$ cat src/hw/rtl/wavhp_pkg.sv
package wavhp_pkg;

    // Header scan window in bytes; the data size field must end inside it.
    localparam int unsigned HEADER_WINDOW = 512;

    localparam logic [31:0] TAG_RIFF = 32'h4646_4952;
    localparam logic [31:0] TAG_WAVE = 32'h4556_4157;
    localparam logic [31:0] TAG_FMT  = 32'h2074_6D66;
    localparam logic [31:0] TAG_FACT = 32'h7463_6166;
    localparam logic [31:0] TAG_DATA = 32'h6174_6164;

    localparam logic [31:0] PLAIN_FMT_LEN = 32'h0000_0010;
    localparam logic [15:0] NO_EXTRA      = 16'h0000;
    localparam logic [15:0] PCM_FORMAT    = 16'd1;
    localparam logic [15:0] PCM_BITS      = 16'd16;
    localparam logic [9:0]  BASE_DATA_POS = 10'd36;

    typedef enum logic [3:0] {
        ST_VALID        = 4'd0,
        ST_RIFF         = 4'd1,
        ST_WAVE         = 4'd2,
        ST_FMT_ID       = 4'd3,
        ST_FORMAT_TAG   = 4'd4,
        ST_BITS         = 4'd5,
        ST_EXTRA_BYTES  = 4'd6,
        ST_FACT_ID      = 4'd7,
        ST_DATA_ID      = 4'd8,
        ST_TOO_LONG     = 4'd9
    } t_status;

    typedef struct packed {
        logic [7:0] data_byte;
        logic       start_of_file;
    } t_in_item;

    typedef struct packed {
        t_status     status;
        logic [31:0] riff_size;
        logic [15:0] num_channels;
        logic [31:0] sample_rate;
        logic [31:0] byte_rate;
        logic [15:0] block_align;
        logic [15:0] bits_per_sample;
        logic [31:0] audio_data_size;
        logic [9:0]  audio_data_offset;
    } t_out_item;

    // Handshake between the input stage and the parse stage.
    typedef struct packed {
        logic valid;
        logic go;
    } t_stage_ctl;

endpackage

$ cat src/hw/rtl/wavhp_in_reg.sv
module wavhp_in_reg (
    input  logic                i_clk,
    input  logic                i_rst_n,
    input  logic                i_in_valid,
    output logic                o_in_stall,
    input  wavhp_pkg::t_in_item i_in_item,
    input  logic                i_go,
    output wavhp_pkg::t_stage_ctl o_ctl,
    output wavhp_pkg::t_in_item o_item
);

    logic                r_valid;
    logic                n_valid;
    wavhp_pkg::t_in_item r_item;
    logic                accept;

    // Held item blocks a new one only when the parse stage cannot take it.
    assign o_in_stall = r_valid && !i_go;
    assign accept     = i_in_valid && !o_in_stall;

    always_comb begin
        n_valid = r_valid;
        if (accept) begin
            n_valid = 1'b1;
        end else if (i_go) begin
            n_valid = 1'b0;
        end
    end

    always_ff @(posedge i_clk) begin
        if (!i_rst_n) begin
            r_valid <= 1'b0;
        end else begin
            r_valid <= n_valid;
        end
        if (accept) begin
            r_item <= i_in_item;
        end
    end

    assign o_ctl.valid = r_valid;
    assign o_ctl.go    = i_go;
    assign o_item      = r_item;

endmodule

$ cat src/hw/rtl/wavhp_parse.sv
module wavhp_parse (
    input  logic                  i_clk,
    input  logic                  i_rst_n,
    input  wavhp_pkg::t_stage_ctl i_ctl,
    input  wavhp_pkg::t_in_item   i_item,
    output logic                  o_emit,
    output wavhp_pkg::t_out_item  o_result
);

    logic [9:0]  r_pos,   c_pos,   n_pos;
    logic [31:0] r_ws,    c_ws,    n_ws;
    logic        r_extra, c_extra, n_extra;
    logic [9:0]  r_dtp,   c_dtp,   n_dtp;
    logic        r_done,  c_done,  n_done;
    logic [31:0] r_riff,  c_riff,  n_riff;
    logic [15:0] r_chan,  c_chan,  n_chan;
    logic [31:0] r_rate,  c_rate,  n_rate;
    logic [31:0] r_brate, c_brate, n_brate;
    logic [15:0] r_align, c_align, n_align;

    logic [31:0] ws_new;
    logic [15:0] half;
    logic [9:0]  dtp_p3;
    logic [9:0]  dtp_p7;
    logic [33:0] fact_end;
    logic        too_long;
    logic        emit;
    wavhp_pkg::t_status st;
    logic [15:0] bits;
    logic [31:0] size;
    logic [9:0]  offset;
    logic        upd;

    // Start of file behaves as if the state had just been cleared.
    always_comb begin
        c_pos   = i_item.start_of_file ? 10'd0 : r_pos;
        c_ws    = i_item.start_of_file ? 32'd0 : r_ws;
        c_extra = i_item.start_of_file ? 1'b0  : r_extra;
        c_dtp   = i_item.start_of_file ? wavhp_pkg::BASE_DATA_POS : r_dtp;
        c_done  = i_item.start_of_file ? 1'b0  : r_done;
        c_riff  = i_item.start_of_file ? 32'd0 : r_riff;
        c_chan  = i_item.start_of_file ? 16'd0 : r_chan;
        c_rate  = i_item.start_of_file ? 32'd0 : r_rate;
        c_brate = i_item.start_of_file ? 32'd0 : r_brate;
        c_align = i_item.start_of_file ? 16'd0 : r_align;
    end

    assign ws_new   = {i_item.data_byte, c_ws[31:8]};
    assign half     = ws_new[31:16];
    assign dtp_p3   = c_dtp + 10'd3;
    assign dtp_p7   = c_dtp + 10'd7;
    assign fact_end = {2'b00, ws_new} + 34'd54;
    assign too_long = fact_end > 34'(wavhp_pkg::HEADER_WINDOW);

    always_comb begin
        n_pos   = c_pos;
        n_ws    = c_ws;
        n_extra = c_extra;
        n_dtp   = c_dtp;
        n_riff  = c_riff;
        n_chan  = c_chan;
        n_rate  = c_rate;
        n_brate = c_brate;
        n_align = c_align;
        emit    = 1'b0;
        st      = wavhp_pkg::ST_VALID;
        bits    = wavhp_pkg::PCM_BITS;
        size    = 32'd0;
        offset  = 10'd0;
        if (!c_done) begin
            n_ws  = ws_new;
            n_pos = c_pos + 10'd1;
            if (c_pos < wavhp_pkg::BASE_DATA_POS) begin
                case (c_pos)
                    10'd3: begin
                        if (ws_new != wavhp_pkg::TAG_RIFF) begin
                            emit = 1'b1; st = wavhp_pkg::ST_RIFF; bits = 16'd0;
                        end
                    end
                    10'd7:  n_riff = ws_new;
                    10'd11: begin
                        if (ws_new != wavhp_pkg::TAG_WAVE) begin
                            emit = 1'b1; st = wavhp_pkg::ST_WAVE; bits = 16'd0;
                        end
                    end
                    10'd15: begin
                        if (ws_new != wavhp_pkg::TAG_FMT) begin
                            emit = 1'b1; st = wavhp_pkg::ST_FMT_ID; bits = 16'd0;
                        end
                    end
                    10'd19: n_extra = (ws_new != wavhp_pkg::PLAIN_FMT_LEN);
                    10'd21: begin
                        if (half != wavhp_pkg::PCM_FORMAT) begin
                            emit = 1'b1; st = wavhp_pkg::ST_FORMAT_TAG; bits = 16'd0;
                        end
                    end
                    10'd23: n_chan  = half;
                    10'd27: n_rate  = ws_new;
                    10'd31: n_brate = ws_new;
                    10'd33: n_align = half;
                    10'd35: begin
                        if (half != wavhp_pkg::PCM_BITS) begin
                            emit = 1'b1; st = wavhp_pkg::ST_BITS; bits = half;
                        end
                    end
                    default: ;
                endcase
            end else if (c_extra && c_pos <= 10'd45) begin
                if (c_pos == 10'd37 && half != wavhp_pkg::NO_EXTRA) begin
                    emit = 1'b1; st = wavhp_pkg::ST_EXTRA_BYTES;
                end else if (c_pos == 10'd41 && ws_new != wavhp_pkg::TAG_FACT) begin
                    emit = 1'b1; st = wavhp_pkg::ST_FACT_ID;
                end else if (c_pos == 10'd45) begin
                    if (too_long) begin
                        emit = 1'b1; st = wavhp_pkg::ST_TOO_LONG;
                    end else begin
                        // fits: fact length is below the window here
                        n_dtp = ws_new[9:0] + 10'd46;
                    end
                end
            end else if (c_pos == dtp_p3 && ws_new != wavhp_pkg::TAG_DATA) begin
                emit = 1'b1; st = wavhp_pkg::ST_DATA_ID;
            end else if (c_pos == dtp_p7) begin
                emit   = 1'b1;
                st     = wavhp_pkg::ST_VALID;
                size   = ws_new;
                offset = c_dtp + 10'd8;
            end
        end
        n_done = c_done | emit;
    end

    assign upd = i_ctl.valid && i_ctl.go && (i_item.start_of_file || !r_done);

    always_ff @(posedge i_clk) begin
        if (!i_rst_n) begin
            r_pos   <= 10'd0;
            r_ws    <= 32'd0;
            r_extra <= 1'b0;
            r_dtp   <= wavhp_pkg::BASE_DATA_POS;
            r_done  <= 1'b1;
            r_riff  <= 32'd0;
            r_chan  <= 16'd0;
            r_rate  <= 32'd0;
            r_brate <= 32'd0;
            r_align <= 16'd0;
        end else if (upd) begin
            r_pos   <= n_pos;
            r_ws    <= n_ws;
            r_extra <= n_extra;
            r_dtp   <= n_dtp;
            r_done  <= n_done;
            r_riff  <= n_riff;
            r_chan  <= n_chan;
            r_rate  <= n_rate;
            r_brate <= n_brate;
            r_align <= n_align;
        end
    end

    assign o_emit = i_ctl.valid && emit;

    always_comb begin
        o_result.status            = st;
        o_result.riff_size         = c_riff;
        o_result.num_channels      = c_chan;
        o_result.sample_rate       = c_rate;
        o_result.byte_rate         = c_brate;
        o_result.block_align       = c_align;
        o_result.bits_per_sample   = bits;
        o_result.audio_data_size   = size;
        o_result.audio_data_offset = offset;
    end

endmodule

$ cat src/hw/rtl/wavhp_out_reg.sv
module wavhp_out_reg (
    input  logic                 i_clk,
    input  logic                 i_rst_n,
    input  logic                 i_load,
    input  wavhp_pkg::t_out_item i_result,
    output logic                 o_free,
    output logic                 o_out_valid,
    input  logic                 i_out_stall,
    output wavhp_pkg::t_out_item o_out_item
);

    logic                 r_valid;
    logic                 n_valid;
    wavhp_pkg::t_out_item r_item;

    assign o_free = !r_valid || !i_out_stall;

    always_comb begin
        n_valid = r_valid;
        if (i_load) begin
            n_valid = 1'b1;
        end else if (!i_out_stall) begin
            n_valid = 1'b0;
        end
    end

    always_ff @(posedge i_clk) begin
        if (!i_rst_n) begin
            r_valid <= 1'b0;
        end else begin
            r_valid <= n_valid;
        end
        if (i_load) begin
            r_item <= i_result;
        end
    end

    assign o_out_valid = r_valid;
    assign o_out_item  = r_item;

endmodule

$ cat src/hw/rtl/wav_header_parser_unit.sv
// WAV (RIFF/PCM) header parser.
// Input channel: one file byte per item (i_in_item.data_byte); start_of_file
// marks byte 0 of a new file and restarts parsing. Bytes before the first
// start, and bytes after a file's result, are swallowed without a result.
// Output channel: at most one item per file, carrying a status code, the
// captured format fields, the data chunk size and the offset of the first
// sample byte. It appears after the last data-size byte, or after the first
// bad byte, and o_out_valid rises once it sits in the result register.
// Bytes are parsed from the input register. Throughput: one byte per cycle
// while o_in_stall is low. Parse state (position, shift word, held
// fields) updates in the same cycle the byte leaves the input register.
// Only a byte that produces a result needs the result register free; others
// pass even while the receiver stalls. When a result waits under i_out_stall
// and the next byte would also produce one, that byte waits in the input
// register and o_in_stall rises until the output drains.
// Reset (synchronous, active low) empties both registers and leaves the
// parser idle until a start_of_file byte.
module wav_header_parser_unit (
    input  logic                 i_clk,
    input  logic                 i_rst_n,
    input  logic                 i_in_valid,
    output logic                 o_in_stall,
    input  wavhp_pkg::t_in_item  i_in_item,
    output logic                 o_out_valid,
    input  logic                 i_out_stall,
    output wavhp_pkg::t_out_item o_out_item
);

    wavhp_pkg::t_stage_ctl ctl;
    wavhp_pkg::t_in_item   item;
    wavhp_pkg::t_out_item  result;
    logic                  emit;
    logic                  out_free;
    logic                  go;

    // The held byte moves on unless it makes a result while the output is full and stalled.
    assign go = !emit || out_free;

    wavhp_in_reg u_in (
        .i_clk      (i_clk),
        .i_rst_n    (i_rst_n),
        .i_in_valid (i_in_valid),
        .o_in_stall (o_in_stall),
        .i_in_item  (i_in_item),
        .i_go       (go),
        .o_ctl      (ctl),
        .o_item     (item)
    );

    wavhp_parse u_parse (
        .i_clk    (i_clk),
        .i_rst_n  (i_rst_n),
        .i_ctl    (ctl),
        .i_item   (item),
        .o_emit   (emit),
        .o_result (result)
    );

    wavhp_out_reg u_out (
        .i_clk       (i_clk),
        .i_rst_n     (i_rst_n),
        .i_load      (emit && out_free),
        .i_result    (result),
        .o_free      (out_free),
        .o_out_valid (o_out_valid),
        .i_out_stall (i_out_stall),
        .o_out_item  (o_out_item)
    );

endmodule

$ cat config.mk
export PLATFORM = sky130hd
export DESIGN_NAME = wav_header_parser_unit
export DESIGN_NICKNAME = d
export VERILOG_FILES = /design/src/hw/rtl/wavhp_pkg.sv /design/src/hw/rtl/wavhp_in_reg.sv /design/src/hw/rtl/wavhp_parse.sv /design/src/hw/rtl/wavhp_out_reg.sv /design/src/hw/rtl/wav_header_parser_unit.sv
export SDC_FILE = /design/constraint.sdc
export NUM_CORES = 1
export LEC_CHECK = 0
export ABC_AREA = 1
export BUFFER_PORTS_ARGS = -buffer_cell sky130_fd_sc_hd__buf_2
export CELL_PAD_IN_SITES_DETAIL_PLACEMENT = 1
export CELL_PAD_IN_SITES_GLOBAL_PLACEMENT = 1
export CORE_MARGIN = 10
export CORE_UTILIZATION = 47
export CTS_CLUSTER_SIZE = 10
export DETAILED_ROUTE_END_ITERATION = 8
export PLACE_DENSITY = 0.83
export SYNTH_ARGS = -nofsm -noshare
export SYNTH_HDL_FRONTEND = slang
export SYNTH_SLANG_ARGS = --single-unit
$ cat constraint.sdc
create_clock -name i_clk -period 18.2 [get_ports i_clk]
set_input_delay 1.82 -clock i_clk [delete_from_list [all_inputs] [get_ports i_clk]]
set_output_delay 1.82 -clock i_clk [all_outputs]
set_load 0.005 [all_outputs]
==> reports/summary.txt <==
H-tree depth -> 2
Max clock buf depth -> 3
First-pass GRT wire length -> 115200 um
Non-filler cells, final -> 3225
Vias/cell -> 5.683
Largest net degree at the start of global routing -> 120
Crit path kind -> reg2out
Yosys cell types -> 47
Cells after Synth -> 2532
DRT Wirelength -> 76240 um
Fmax -> 135.5 MHz
Pwr/cell area -> 93.92 nW/um2
Die width -> 220.8 um
Most common cell after layout, fill and taps aside -> nand2_1
Most frequent cells in the layout -> 582 x nand2_1, 546 x nor2_1, 242 x inv_1
Clock-pin transition on the worst setup and hold timing paths -> 0.06 ns
Number of global-route vias before repair -> 18918
Design Power -> 2.016 mW
Final HPWL DP -> 51980 um
Antenna-violating nets left -> 0
WP data required -> 16.38 ns
Max-cap violation count -> 0
CTS resizes -> 0
Nets -> 2682
DRT Pass-1 Iters -> 5
Core Area -> 39820 um2
Slew @ Worst Pin -> 1.101 ns
Routed vias -> 18329
Die H -> 220.8 um
Mean Syn Cell Area -> 7.485 um2
Fin crit share -> 40.54%
Final hold viol count -> 0
Drt drc -> 0
Setup TNS -> 0 ns
Port buffer count -> 204
CP Max Fanout -> 63
FF+latch count, synth -> 375
Clock Tree Root -> clkbuf_16
Total grt overflow -> 0
Area Growth Syn to Fin -> 13.26%
Worst path arrival time -> 5.56 ns
Ys Warns -> 0
Leakage dissipation -> 9.092 nW
Register area share after synthesis -> 50.12%
Post-Place Cells -> 3142
Final setup violating endpoints -> 0
Placed Area -> 20110 um2
Final instance area -> 21470 um2
CTS tree -> yes
Share of layout cells above drive strength 1 -> 12.27%
Post-synth EDFFs -> 199
Slew headroom -> 26.59%
Syn Std Cell Area -> 18950 um2
Total CTS buffers -> 45
Crit path launch type -> register
Final Critical Period -> 7.378 ns
Max-slew violations -> 0
Drt wl/cell -> 23.64 um
Most common flop cell mapped by yosys -> edfxtp_1
Post-Syn Nets -> 2550
GP Congestion -> 0.9567
Die area -> 48750 um2
Max VDD drop -> 0.06389 mV
Layout Skew -> 0.03771 ns
Io pins -> 205
Cts hold-fix bufs -> 0
Asr flop ratio synth -> 0%
DRT iter0 DRCs -> 1743
Gr usage total -> 30.18%
Post-CTS Setup Bufs -> 0
Initial antenna violation count -> 2
Status -> completed
Initial Util -> 47.59%
Cell Rows -> 73
CTS sink count -> 375
Critical Path Sink Type -> output port
Worst min-delay path class -> reg2reg
Clk Latency, worst-skew pair -> 0.61 ns
RSZ-0062 raised after global routing -> false
-- final timing paths --
kind | to | startpoint | slack [ns] | cells after the start
hold reg to reg | u_parse.r_brate[29] | u_parse.r_brate[29] | 0.48 | 2
setup reg to reg | u_parse.r_brate[4] | u_in.o_item[0] | 11.15 | 24
setup / recovery | o_in_stall | u_in.o_item[0] | 10.82 | 21
hold / removal | u_parse.r_brate[29] | u_parse.r_brate[29] | 0.48 | 2
-- metrics by stage --
step / worst slack, ns / utilization [%] / hold WS, ns
after floorplan: 11.35 / - / 0.4516
after global placement: 11.71 / 50.50 / 0.4595
after detailed placement: 11.42 / 50.50 / 0.4706
after CTS: 11.01 / 53.89 / 0.4846
after global routing: 10.57 / 53.90 / 0.5150
final: 10.82 / 53.90 / 0.4824
-- metal layers --
metal | vias up | wire, um | GRT usage, %
met2 | 679 | 35980 | 48.99
met5 | - | 0 | 0
met3 | 156 | 5136 | 5.361
met1 | 9092 | 32140 | 38.80
met4 | 0 | 2990 | 12.90
li1 | 8402 | - | -
-- state kept, by name (all words and copies together), names as in the netlist --
signal / flops
u_parse.r_dtp: 10
u_parse.r_extra: 1
u_parse.r_riff: 32
u_in.r_valid: 1
u_parse.r_chan: 16
u_parse.r_ws: 24
u_out.o_out_item: 190
u_parse.r_brate: 32
u_parse.r_align: 16
u_parse.r_rate: 32
u_out.o_out_valid: 1
u_parse.r_done: 1
u_in.o_item: 9
u_parse.r_pos: 10
-- synth_stat cells (21+ instances only) --
| master | instances | share of area [%] |
|---|---|---|
| o21ai_0 | 122 | 3.2 |
| nor2_1 | 549 | 11 |
| nor3_1 | 33 | 0.87 |
| clkbuf_1 | 71 | 1.4 |
| dfxtp_1 | 176 | 19 |
| a21oi_1 | 148 | 3.9 |
| nand2_1 | 582 | 12 |
| nand3_1 | 166 | 4.4 |
| edfxtp_1 | 199 | 32 |
| a22oi_1 | 26 | 1.0 |
| xor2_1 | 22 | 1.0 |
| inv_1 | 244 | 4.8 |
| buf_4 | 21 | 0.83 |
-- power breakdown --
group          switching (mW)  internal [mW]  total (mW)
sequential             0.0223          0.923       0.946
combinational           0.164         0.0576       0.222
clock                   0.371          0.478       0.849
-- cells by family after synthesis --
logic type      Yosys count  share of synthesized area, %
compound gates          320                         9.071
fa+ha+maj                 5                        0.3301
simple gates           1401                         30.18
xor+xnor                 28                         1.294
flops                   375                         50.12
buf+inv                 403                         9.005
-- final cells by class --
cell class	instances	area, um2
Fill cell	5025	18360
Clock inverter	6	80.08
Inverter	265	1010
Timing Repair Buffer	223	1170
Clock buffer	75	1269
Sequential cell	375	9499
Tap cell	525	656.9
Multi-Input combinational cell	1754	7776
Antenna cell	2	5.005
-- critical path, stage by stage (launching register included) --
cell and delay, ns:
edfxtp_1 0.60, inv_4 0.67, nand2_1 0.82, nand2_1 0.33
nand2_2 0.13, nand2_2 0.18, nand3_1 0.26, inv_2 0.15
nand2_1 0.08, nand2_1 0.09, nand2_1 0.08, nor2_1 0.11
nand2_1 0.07, nor2_1 0.13, nand3_1 0.19, nand2_1 0.17
nand2_1 0.06, nand2_1 0.09, nand2_1 0.11, nand3_4 0.29
inv_1 0.08, buf_2 0.14
(Power assumes the default switching activity.)
